<file path="config.mk">
export PLATFORM = sky130hd
export DESIGN_NAME = md5_message_digest_unit
export DESIGN_NICKNAME = d
export VERILOG_FILES = /design/src/md5_pkg.sv /design/src/md5_datapath.sv /design/src/md5_ctrl.sv /design/src/md5_message_digest_unit.sv
export SDC_FILE = /design/constraint.sdc
export NUM_CORES = 2
export LEC_CHECK = 0
export BUFFER_PORTS_ARGS = -buffer_cell sky130_fd_sc_hd__buf_2
export CAP_MARGIN = 20
export CORE_AREA = 2 2 334 336
export CTS_CLUSTER_DIAMETER = 80
export DETAILED_ROUTE_END_ITERATION = 10
export DIE_AREA = 0 0 336 338
export GPL_ROUTABILITY_DRIVEN = 0
export PLACE_DENSITY = 0.76
export SYNTH_ARGS = -nofsm -noshare
export SYNTH_HDL_FRONTEND = slang
export SYNTH_SLANG_ARGS = --single-unit
</file>
<file path="constraint.sdc">
create_clock -name aclk -period 9.6 [get_ports aclk]
set_input_delay 0.48 -clock aclk [delete_from_list [all_inputs] [get_ports aclk]]
set_output_delay 0.48 -clock aclk [all_outputs]
set_load 0.05 [all_outputs]
</file>
<file path="src/md5_pkg.sv">
// Package with MD5 constants, types and helper functions.
`default_nettype none
package md5_pkg;

    localparam logic [31:0] IV_A = 32'h67452301;
    localparam logic [31:0] IV_B = 32'hefcdab89;
    localparam logic [31:0] IV_C = 32'h98badcfe;
    localparam logic [31:0] IV_D = 32'h10325476;
    localparam logic [7:0]  PAD_BYTE = 8'h80;
    localparam int unsigned LAST_ROUND = 63;

    // Commands from the controller to the datapath.
    typedef struct packed {
        logic put_byte;     // write the input byte and count it
        logic put_pad;      // write the 0x80 marker at the byte position
        logic put_length;   // write the bit count into words 14 and 15
        logic start_block;  // load working words from the chaining words
        logic do_round;     // run one MD5 step
        logic finish_block; // add into chaining words and clear the block
        logic restart;      // return to initial values
    } md5_cmd_t;

    // Status from the datapath to the controller.
    typedef struct packed {
        logic       block_full; // byte position is 63 before a write
        logic       pad_spill;  // byte position is 56 or more
        logic       last_round; // round counter at 63
    } md5_stat_t;

    function automatic logic [31:0] step_const(input logic [5:0] i);
        logic [31:0] k;
        begin
            unique case (i)
                6'd0: k = 32'hd76aa478;  6'd1: k = 32'he8c7b756;
                6'd2: k = 32'h242070db;  6'd3: k = 32'hc1bdceee;
                6'd4: k = 32'hf57c0faf;  6'd5: k = 32'h4787c62a;
                6'd6: k = 32'ha8304613;  6'd7: k = 32'hfd469501;
                6'd8: k = 32'h698098d8;  6'd9: k = 32'h8b44f7af;
                6'd10: k = 32'hffff5bb1; 6'd11: k = 32'h895cd7be;
                6'd12: k = 32'h6b901122; 6'd13: k = 32'hfd987193;
                6'd14: k = 32'ha679438e; 6'd15: k = 32'h49b40821;
                6'd16: k = 32'hf61e2562; 6'd17: k = 32'hc040b340;
                6'd18: k = 32'h265e5a51; 6'd19: k = 32'he9b6c7aa;
                6'd20: k = 32'hd62f105d; 6'd21: k = 32'h02441453;
                6'd22: k = 32'hd8a1e681; 6'd23: k = 32'he7d3fbc8;
                6'd24: k = 32'h21e1cde6; 6'd25: k = 32'hc33707d6;
                6'd26: k = 32'hf4d50d87; 6'd27: k = 32'h455a14ed;
                6'd28: k = 32'ha9e3e905; 6'd29: k = 32'hfcefa3f8;
                6'd30: k = 32'h676f02d9; 6'd31: k = 32'h8d2a4c8a;
                6'd32: k = 32'hfffa3942; 6'd33: k = 32'h8771f681;
                6'd34: k = 32'h6d9d6122; 6'd35: k = 32'hfde5380c;
                6'd36: k = 32'ha4beea44; 6'd37: k = 32'h4bdecfa9;
                6'd38: k = 32'hf6bb4b60; 6'd39: k = 32'hbebfbc70;
                6'd40: k = 32'h289b7ec6; 6'd41: k = 32'heaa127fa;
                6'd42: k = 32'hd4ef3085; 6'd43: k = 32'h04881d05;
                6'd44: k = 32'hd9d4d039; 6'd45: k = 32'he6db99e5;
                6'd46: k = 32'h1fa27cf8; 6'd47: k = 32'hc4ac5665;
                6'd48: k = 32'hf4292244; 6'd49: k = 32'h432aff97;
                6'd50: k = 32'hab9423a7; 6'd51: k = 32'hfc93a039;
                6'd52: k = 32'h655b59c3; 6'd53: k = 32'h8f0ccc92;
                6'd54: k = 32'hffeff47d; 6'd55: k = 32'h85845dd1;
                6'd56: k = 32'h6fa87e4f; 6'd57: k = 32'hfe2ce6e0;
                6'd58: k = 32'ha3014314; 6'd59: k = 32'h4e0811a1;
                6'd60: k = 32'hf7537e82; 6'd61: k = 32'hbd3af235;
                6'd62: k = 32'h2ad7d2bb; 6'd63: k = 32'heb86d391;
                default: k = 32'h0;
            endcase
            return k;
        end
    endfunction

    function automatic logic [4:0] step_rot(input logic [3:0] sel);
        logic [4:0] r;
        begin
            unique case (sel)
                4'd0: r = 5'd7;   4'd1: r = 5'd12;  4'd2: r = 5'd17;  4'd3: r = 5'd22;
                4'd4: r = 5'd5;   4'd5: r = 5'd9;   4'd6: r = 5'd14;  4'd7: r = 5'd20;
                4'd8: r = 5'd4;   4'd9: r = 5'd11;  4'd10: r = 5'd16; 4'd11: r = 5'd23;
                4'd12: r = 5'd6;  4'd13: r = 5'd10; 4'd14: r = 5'd15; 4'd15: r = 5'd21;
                default: r = 5'd0;
            endcase
            return r;
        end
    endfunction

    function automatic logic [31:0] swap32(input logic [31:0] v);
        return {v[7:0], v[15:8], v[23:16], v[31:24]};
    endfunction

endpackage
`default_nettype wire

</file>
<file path="src/md5_datapath.sv">
// Datapath: block buffer, bit counter, chaining words and the MD5 step unit.
`default_nettype none
module md5_datapath
    import md5_pkg::*;
(
    input  wire logic        aclk,
    input  wire logic        aresetn,
    input  wire md5_cmd_t    cmd,
    input  wire logic [7:0]  in_byte,
    output md5_stat_t        stat,
    output logic [127:0]     digest
);

    logic [31:0] blk_reg [16];
    logic [31:0] blk_next [16];
    logic [5:0]  pos_reg, pos_next;
    logic [63:0] cnt_reg, cnt_next;
    logic [31:0] h_reg [4];
    logic [31:0] h_next [4];
    logic [31:0] a_reg, b_reg, c_reg, d_reg;
    logic [31:0] a_next, b_next, c_next, d_next;
    logic [5:0]  rnd_reg, rnd_next;

    logic [31:0] f_val, sum_val, rot_val;
    logic [3:0]  g_idx;
    logic [4:0]  sh;
    logic [7:0]  wr_byte;

    assign stat.block_full = (pos_reg == 6'd63);
    assign stat.pad_spill  = (pos_reg >= 6'd56);
    assign stat.last_round = (rnd_reg == 6'(LAST_ROUND));

    // Round function and message word index.
    always_comb begin
        unique case (rnd_reg[5:4])
            2'd0: begin
                f_val = (b_reg & c_reg) | (~b_reg & d_reg);
                g_idx = rnd_reg[3:0];
            end
            2'd1: begin
                f_val = (d_reg & b_reg) | (~d_reg & c_reg);
                g_idx = 4'(5 * rnd_reg + 1);
            end
            2'd2: begin
                f_val = b_reg ^ c_reg ^ d_reg;
                g_idx = 4'(3 * rnd_reg + 5);
            end
            default: begin
                f_val = c_reg ^ (b_reg | ~d_reg);
                g_idx = 4'(7 * rnd_reg);
            end
        endcase
        sh      = step_rot({rnd_reg[5:4], rnd_reg[1:0]});
        sum_val = a_reg + f_val + step_const(rnd_reg) + blk_reg[g_idx];
        rot_val = (sum_val << sh) | (sum_val >> (6'd32 - {1'b0, sh}));
    end

    // Next-state logic for all datapath registers.
    always_comb begin
        for (int i = 0; i < 16; i++) blk_next[i] = blk_reg[i];
        for (int i = 0; i < 4; i++) h_next[i] = h_reg[i];
        pos_next = pos_reg;
        cnt_next = cnt_reg;
        a_next = a_reg; b_next = b_reg; c_next = c_reg; d_next = d_reg;
        rnd_next = rnd_reg;
        wr_byte  = cmd.put_pad ? PAD_BYTE : in_byte;
        if (cmd.put_byte || cmd.put_pad) begin
            blk_next[pos_reg[5:2]] = blk_reg[pos_reg[5:2]]
                | ({24'd0, wr_byte} << {pos_reg[1:0], 3'd0});
        end
        if (cmd.put_byte) begin
            pos_next = pos_reg + 6'd1;
            cnt_next = cnt_reg + 64'd8;
        end
        if (cmd.put_length) begin
            blk_next[14] = cnt_reg[31:0];
            blk_next[15] = cnt_reg[63:32];
        end
        if (cmd.start_block) begin
            a_next = h_reg[0]; b_next = h_reg[1];
            c_next = h_reg[2]; d_next = h_reg[3];
            rnd_next = 6'd0;
        end
        if (cmd.do_round) begin
            a_next = d_reg;
            d_next = c_reg;
            c_next = b_reg;
            b_next = b_reg + rot_val;
            rnd_next = rnd_reg + 6'd1;
        end
        if (cmd.finish_block) begin
            h_next[0] = h_reg[0] + a_reg;
            h_next[1] = h_reg[1] + b_reg;
            h_next[2] = h_reg[2] + c_reg;
            h_next[3] = h_reg[3] + d_reg;
            for (int i = 0; i < 16; i++) blk_next[i] = 32'd0;
        end
    end

    // Control-like state is reset; the working words are payload.
    always_ff @(posedge aclk) begin
        if (!aresetn || cmd.restart) begin
            for (int i = 0; i < 16; i++) blk_reg[i] <= 32'd0;
            pos_reg <= 6'd0;
            cnt_reg <= 64'd0;
            h_reg[0] <= IV_A; h_reg[1] <= IV_B;
            h_reg[2] <= IV_C; h_reg[3] <= IV_D;
        end else begin
            for (int i = 0; i < 16; i++) blk_reg[i] <= blk_next[i];
            pos_reg <= pos_next;
            cnt_reg <= cnt_next;
            for (int i = 0; i < 4; i++) h_reg[i] <= h_next[i];
        end
        if (!aresetn) begin
            rnd_reg <= 6'd0;
        end else begin
            rnd_reg <= rnd_next;
        end
        a_reg <= a_next; b_reg <= b_next; c_reg <= c_next; d_reg <= d_next;
    end

    assign digest = {swap32(h_reg[3]), swap32(h_reg[2]),
                     swap32(h_reg[1]), swap32(h_reg[0])};

endmodule
`default_nettype wire

</file>
<file path="src/md5_ctrl.sv">
// Controller state machine sequencing byte intake, padding and block hashing.
`default_nettype none
module md5_ctrl
    import md5_pkg::*;
(
    input  wire logic      aclk,
    input  wire logic      aresetn,
    input  wire logic      in_valid,
    output logic           in_ready,
    input  wire logic      in_has_byte,
    input  wire logic      in_last,
    output logic           out_load,
    input  wire logic      out_free,
    input  wire md5_stat_t stat,
    output md5_cmd_t       cmd
);

    typedef enum logic [6:0] {
        ST_IDLE   = 7'b0000001,
        ST_PAD    = 7'b0000010,
        ST_START  = 7'b0000100,
        ST_ROUND  = 7'b0001000,
        ST_FINISH = 7'b0010000,
        ST_EMIT   = 7'b0100000,
        ST_LEN    = 7'b1000000
    } state_t;

    state_t state_reg, state_next;
    logic   final_reg, final_next;   // finishing a message
    logic   pad_reg, pad_next;       // pad marker already written
    logic   len_reg, len_next;       // length already written into block

    assign in_ready = (state_reg == ST_IDLE);

    always_comb begin
        state_next = state_reg;
        final_next = final_reg;
        pad_next   = pad_reg;
        len_next   = len_reg;
        cmd        = '0;
        out_load   = 1'b0;
        unique case (state_reg)
            ST_IDLE: begin
                if (in_valid) begin
                    cmd.put_byte = in_has_byte;
                    final_next   = in_last;
                    pad_next     = 1'b0;
                    len_next     = 1'b0;
                    if (in_has_byte && stat.block_full) begin
                        state_next = ST_START;
                    end else if (in_last) begin
                        state_next = ST_PAD;
                    end
                end
            end
            ST_PAD: begin
                cmd.put_pad = 1'b1;
                pad_next    = 1'b1;
                state_next  = stat.pad_spill ? ST_START : ST_LEN;
            end
            ST_LEN: begin
                cmd.put_length = 1'b1;
                len_next       = 1'b1;
                state_next     = ST_START;
            end
            ST_START: begin
                cmd.start_block = 1'b1;
                state_next      = ST_ROUND;
            end
            ST_ROUND: begin
                cmd.do_round = 1'b1;
                if (stat.last_round) state_next = ST_FINISH;
            end
            ST_FINISH: begin
                cmd.finish_block = 1'b1;
                // After a full block the pad lands at position zero; after a
                // spilled pad the length goes into a fresh block.
                priority if (!final_reg)  state_next = ST_IDLE;
                else if (len_reg)         state_next = ST_EMIT;
                else if (!pad_reg)        state_next = ST_PAD;
                else                      state_next = ST_LEN;
            end
            ST_EMIT: begin
                if (out_free) begin
                    out_load    = 1'b1;
                    cmd.restart = 1'b1;
                    state_next  = ST_IDLE;
                end
            end
            default: state_next = ST_IDLE;
        endcase
    end

    always_ff @(posedge aclk) begin
        if (!aresetn) begin
            state_reg <= ST_IDLE;
            final_reg <= 1'b0;
            pad_reg   <= 1'b0;
            len_reg   <= 1'b0;
        end else begin
            state_reg <= state_next;
            final_reg <= final_next;
            pad_reg   <= pad_next;
            len_reg   <= len_next;
        end
    end

endmodule
`default_nettype wire

</file>
<file path="src/md5_message_digest_unit.sv">
// Top level of the streaming MD5 digest unit.
// Usage:
// The slave channel takes one item per handshake: tdata[7:0] is a message
// byte, tuser[0] says whether that byte is present, tlast ends the message.
// The master channel gives one item per message holding the four digest
// words, each byte-swapped, word 0 lowest, so the usual MD5 string reads from the lowest word up.
// Throughput: a byte item that does not fill a 64-byte block leaves the input
// ready; one that fills it starts the hash, one MD5 step per cycle in a shared
// round unit, while the input stalls. A last item has one or two blocks hashed
// (the final one padded) before the digest is loaded into the output register.
// The output register holds the digest until taken; the next message may
// start as soon as it is loaded. If the receiver stalls with a digest still
// waiting, the next digest waits in the chaining words and the input stalls.
// Reset (aresetn low, synchronous) restores the initial chaining values,
// clears the buffer, the byte count and the output valid flag.
`default_nettype none
module md5_message_digest_unit
    import md5_pkg::*;
(
    input  wire logic         aclk,
    input  wire logic         aresetn,
    input  wire logic         s_tvalid,
    output logic              s_tready,
    input  wire logic [7:0]   s_tdata,   // data_byte
    input  wire logic         s_tuser,   // has_byte
    input  wire logic         s_tlast,   // last
    output logic              m_tvalid,
    input  wire logic         m_tready,
    output logic [127:0]      m_tdata    // digest_word0..digest_word3, lowest first
);

    md5_cmd_t     cmd;
    md5_stat_t    stat;
    logic [127:0] digest;
    logic         out_load, out_free;
    logic         m_tvalid_reg;
    logic [127:0] m_tdata_reg;

    assign out_free = !m_tvalid_reg || m_tready;

    md5_ctrl u_ctrl (
        .aclk(aclk), .aresetn(aresetn),
        .in_valid(s_tvalid), .in_ready(s_tready),
        .in_has_byte(s_tuser), .in_last(s_tlast),
        .out_load(out_load), .out_free(out_free),
        .stat(stat), .cmd(cmd)
    );

    md5_datapath u_dp (
        .aclk(aclk), .aresetn(aresetn), .cmd(cmd),
        .in_byte(s_tdata), .stat(stat), .digest(digest)
    );

    // Output register.
    always_ff @(posedge aclk) begin
        if (!aresetn) begin
            m_tvalid_reg <= 1'b0;
        end else if (out_load) begin
            m_tvalid_reg <= 1'b1;
        end else if (m_tready) begin
            m_tvalid_reg <= 1'b0;
        end
        if (out_load) m_tdata_reg <= digest;
    end

    assign m_tvalid = m_tvalid_reg;
    assign m_tdata  = m_tdata_reg;

`ifndef ASSERT_OFF
    // A digest is never loaded over one still waiting.
    a_no_overwrite: assert property (@(posedge aclk) disable iff (!aresetn)
        out_load |-> out_free) else $error("digest overwritten");
    // No input is taken while a hash is in flight.
    a_idle_accept: assert property (@(posedge aclk) disable iff (!aresetn)
        cmd.do_round |-> !s_tready) else $error("accept during hash");
    // A pending result holds until taken.
    a_hold: assert property (@(posedge aclk) disable iff (!aresetn)
        (m_tvalid && !m_tready) |=> (m_tvalid && $stable(m_tdata)))
        else $error("result dropped");
`endif

endmodule
`default_nettype wire
</file>
==> results.md <==
| Step | Quantity | This run |
|---|---|---|
| clock tree | Clk_lat worst skew | 720 ps |
| setup path | Maximum fanout along the worst path | 12 |
| placed design | Worst slack, placed | -215 ps |
| logic synthesis | Post-synth top area share | 24.2% |
| cells and area | Final Instance Area | 70600 um2 |
| pwr | Max IR drop VDD | 0.155 mV |
| logic synthesis | Part of the Yosys area used for sequential elements | 36.4% |
| route | Violation count after the first detailed-routing iteration | 8508 |
| sta | Worst-case clock skew | 39.6 ps |
| global route | Vias in the first global route | 54600 |
| setup path | Depth of the most critical reg-to-reg path | 41 |
| floorplanning | Floorplan die height | 338 um |
| logic synthesis | Leading cell types by total area after synthesis | sky130_fd_sc_hd__dfxtp_1, sky130_fd_sc_hd__edfxtp_1, sky130_fd_sc_hd__mux4_2 |
| sta | Fraction of the cycle the final worst path needs | 104% |
| route | Routed via count divided by cell count | 6.74 |
| min path | HP Class | primary input to flop |
| logic synthesis | Post-synth EDFFs | 256 |
| logic synthesis | Synthesized netlist net count | 7442 |
| route | Via count | 58700 |
| sta | Pins over their slew limit | 0 |
| logic synthesis | Distinct cells, synth | 104 |
| floorplanning | Standard cell core area | 110000 um2 |
| cells and area | Post-route insts no fill | 8716 |
| route | First-pass detailed-route iteration total | 11 |
| pwr | Power density relative to cell area | 171 nW/um2 |
| global route | Pin count of the biggest net entering global routing | 228 |
| outcome | Violated checks | negative setup slack |
| clock tree | Number of buffers on the longest clock path | 3 |
| min path | Worst Hold Path Cells | 3 |
| sta | Post-route worst hold slack | 41.4 ps |
| clock tree | Hold-fix buffers at CTS | 0 |
| pwr | Leakage power total | 0.0267 uW |
| cells and area | Max reg flops | 512 |
| setup path | Worst path most repeated cell | sky130_fd_sc_hd__inv_1 |
| sta | Final Hold Viols | 0 |
| setup path | CP max stage cell | sky130_fd_sc_hd__mux4_2 |
| sta | Setup ws final | -392 ps |
| logic synthesis | Synthesized cell area | 63300 um2 |
| floorplanning | Die W | 336 um |
| cells and area | Layout cells sized above 1 | 15.5% |
| clock tree | CTS H-Tree Depth | 3 |
| global route | Congestion Overflow GR | 0 |
| setup path | Crit-path max cell delay | 560 ps |
| logic synthesis | Number of storage elements in the synthesis netlist | 1021 |
| global route | Antenna violations before repair | 3 |
| setup path | Sort of element at the end of the critical path | flop |
| route | Routed Wire Length | 217 mm |
| placed design | Final HPWL from detailed placement | 148 mm |
| clock tree | Number of buffers created by CTS | 107 |
| logic synthesis | FFs w/ async S/R, synth | 0% |
| setup path | CP Launch Type | flop |
| outcome | Run status | finished with violations |
| placed design | Placed instance area | 66200 um2 |
| cells and area | Synthesis-to-finish area growth | 11.7% |
| clock tree | Library cell used as clock root buffer | sky130_fd_sc_hd__clkbuf_16 |
| cells and area | Fill cell instance count of the final layout | 8848 |
| sta | RSZ-0062 raised after global routing | true |
| sta | Post-layout min period | 9990 ps |
| sta | Rel. slew slack | 15.5% |
| placed design | Post-Place Cells | 8497 |
| clock tree | TritonCTS clock tree | yes |
| sta | Slew @ Worst Pin | 1270 ps |
| clock tree | Clock-pin slew on the worst setup and hold paths | 70 ps |
| global route | GRT Overall Usage | 37.1% |
| global route | Wire length of the first global-routing pass | 326 mm |
| route | Wire per inst | 24.9 um |
| floorplanning | IO Pins | 144 |
| floorplanning | Effective utilization at floorplan | 57.5% |
| clock tree | Num Clock Sinks | 1021 |
| logic synthesis | Number of cells produced by synthesis | 7143 |
| logic synthesis | Mean post-synth cell area | 8.86 um2 |
| logic synthesis | Cell type contributing the most total cell area after synthesis | sky130_fd_sc_hd__dfxtp_1 |
| run | Max Cap Viol | 0 |
| setup path | Critical path data required time | 10190 ps |
| sta | Fmax | 0.100 GHz |
| setup path | Endpoint arrival time on the critical path | 10580 ps |
| setup path | Setup Crit Path Kind | flop to flop |
| placed design | Port-buffer cells | 143 |
| logic synthesis | Warnings from Yosys | 0 |
| route | Final routed DRC violation total | 0 |
| route | Number of routed nets with antenna violations | 0 |
| floorplanning | Row count | 122 |
| cells and area | Final layout net count | 7434 |
| sta | Setup violations, final | 3 |
| logic synthesis | Primary FF master, synth | sky130_fd_sc_hd__dfxtp_1 |
| floorplanning | Total die area | 114000 um2 |
[worst max-delay path, delay by kind of cell, from the launching register on]
kind            cells  cell delay [ps]
compound gates     20             4780
simple gates        6              780
flops               1              330
buf+inv             8             1070
mux                 2              890
fa+ha+maj           5             2010
[worst paths after layout]
path,from,endpoint,slack (ps)
worst min-delay path,s_tlast,u_ctrl.final_reg$_SDFFE_PN0P_,40
worst max-delay path,u_dp.rnd_reg[0]$_SDFFE_PN0N_,u_dp.b_reg[31]$_DFFE_PN_,-390
worst max register to register,u_dp.rnd_reg[0]$_SDFFE_PN0N_,u_dp.b_reg[31]$_DFFE_PN_,-390
worst min register to register,u_dp.h_reg[3][31]$_SDFFE_PP0N_,m_tdata[103]$_DFFE_PP_,470
[power breakdown]
part           switching [uW]  total (uW)  internal (uW)  leakage [uW]
Sequential               26.1        4440           4410       0.00864
Clock                    1860        4410           2560       0.00183
Combinational            1890        3220           1330        0.0162
Total                    3770       12100           8290        0.0267
[Yosys cell counts (18+ instances only)]
cell type / count
sky130_fd_sc_hd__a211oi_1: 424
sky130_fd_sc_hd__a21o_1: 68
sky130_fd_sc_hd__a21oi_1: 546
sky130_fd_sc_hd__a221o_1: 34
sky130_fd_sc_hd__a221oi_1: 42
sky130_fd_sc_hd__a22oi_1: 69
sky130_fd_sc_hd__a31oi_1: 111
sky130_fd_sc_hd__and2_1: 43
sky130_fd_sc_hd__and3_1: 30
sky130_fd_sc_hd__buf_1: 51
sky130_fd_sc_hd__buf_2: 29
sky130_fd_sc_hd__clkbuf_1: 459
sky130_fd_sc_hd__dfxtp_1: 765
sky130_fd_sc_hd__edfxtp_1: 256
sky130_fd_sc_hd__fa_1: 69
sky130_fd_sc_hd__ha_1: 216
sky130_fd_sc_hd__inv_1: 234
sky130_fd_sc_hd__mux2_2: 41
sky130_fd_sc_hd__mux2i_1: 120
sky130_fd_sc_hd__mux4_2: 276
sky130_fd_sc_hd__nand2_1: 903
sky130_fd_sc_hd__nand2b_1: 51
sky130_fd_sc_hd__nand3_1: 96
sky130_fd_sc_hd__nand4_1: 35
sky130_fd_sc_hd__nor2_1: 957
sky130_fd_sc_hd__nor2b_1: 38
sky130_fd_sc_hd__nor3_1: 84
sky130_fd_sc_hd__o211ai_1: 77
sky130_fd_sc_hd__o21a_1: 31
sky130_fd_sc_hd__o21ai_0: 342
sky130_fd_sc_hd__o21bai_1: 18
sky130_fd_sc_hd__o221ai_1: 23
sky130_fd_sc_hd__o22ai_1: 25
sky130_fd_sc_hd__o31ai_1: 19
sky130_fd_sc_hd__or2_2: 40
sky130_fd_sc_hd__or3_1: 34
sky130_fd_sc_hd__xnor2_1: 143
sky130_fd_sc_hd__xor2_1: 104
[metal layers]
layer	share of wire, %	up-vias	GRT usage (%)
li1	-	26000	-
met1	36	27700	46.5
met2	44	3942	56.8
met3	12	994	9.36
met4	8.1	6	24.6
met5	0.030	-	0
[timing repair]
action                     in CTS  in global routing
resized for setup              18                100
pin swaps                       6                 32
cloned                          0                  3
setup endpoints to repair       6                 18
setup buffers                   2                 10
[area by class of cell]
cell class | instances | area, um2 | share of cell area, %
diodes | 1 | 2.50 | 0.00354
clock buffers | 139 | 2980 | 4.22
clock inverters | 62 | 759 | 1.08
inverters | 240 | 906 | 1.28
multi-input cells | 5342 | 38000 | 53.8
flip-flops and latches | 1021 | 23000 | 32.6
well taps | 1488 | 1860 | 2.64
repair buffers | 423 | 3100 | 4.39
[logic make-up (layout without fill, tap and decap cells)]
group | after synthesis | after routing | share of synthesized area (%)
compound gates | 1999 | 1999 | 20.7
xor+xnor | 249 | 249 | 3.49
fa+ha+maj | 285 | 285 | 6.46
buf+inv | 780 | 864 | 4.69
flops | 1021 | 1021 | 36.4
mux | 438 | 438 | 12.5
other cells | 0 | 1 | 0
simple gates | 2371 | 2371 | 15.9
[metrics by stage]
stage | setup TNS, ps | utilization (%) | total power (uW)
after global routing | -2580 | 64.2 | 12400
after global placement | -92.7 | 60.1 | 7370
after CTS | 0 | 63.6 | 11800
after detailed placement | -798 | 60.1 | 7420
after floorplan | 0 | - | 6470
final | -816 | 64.2 | 12100
[layout by cell type (no fill, tap or decap), types with 17 or more instances in the layout]
cell	count
sky130_fd_sc_hd__inv_1	230
sky130_fd_sc_hd__nand3_1	92
sky130_fd_sc_hd__nand4_1	35
sky130_fd_sc_hd__nor2b_1	37
sky130_fd_sc_hd__mux4_2	276
sky130_fd_sc_hd__o21ai_1	20
sky130_fd_sc_hd__a21o_1	67
sky130_fd_sc_hd__and2_1	42
sky130_fd_sc_hd__a211oi_1	413
sky130_fd_sc_hd__o21a_1	31
sky130_fd_sc_hd__ha_1	208
sky130_fd_sc_hd__nand2_1	899
sky130_fd_sc_hd__a31oi_1	99
sky130_fd_sc_hd__o221ai_1	23
sky130_fd_sc_hd__a22oi_1	69
sky130_fd_sc_hd__nand2b_1	51
sky130_fd_sc_hd__clkbuf_16	112
sky130_fd_sc_hd__buf_2	143
sky130_fd_sc_hd__fa_1	66
sky130_fd_sc_hd__and3_1	28
sky130_fd_sc_hd__dfxtp_1	756
sky130_fd_sc_hd__mux2i_1	117
sky130_fd_sc_hd__a21oi_1	537
sky130_fd_sc_hd__o22ai_1	24
sky130_fd_sc_hd__a221o_1	34
sky130_fd_sc_hd__o211ai_1	77
sky130_fd_sc_hd__nor3_1	80
sky130_fd_sc_hd__clkinv_2	22
sky130_fd_sc_hd__xor2_1	102
sky130_fd_sc_hd__nor2_1	940
sky130_fd_sc_hd__o31ai_1	17
sky130_fd_sc_hd__mux2_2	38
sky130_fd_sc_hd__or2_2	40
sky130_fd_sc_hd__buf_4	253
sky130_fd_sc_hd__edfxtp_1	256
sky130_fd_sc_hd__or3_1	31
sky130_fd_sc_hd__a221oi_1	40
sky130_fd_sc_hd__xnor2_1	139
sky130_fd_sc_hd__o21bai_1	18
sky130_fd_sc_hd__o21ai_0	328
(Power assumes the default switching activity.)
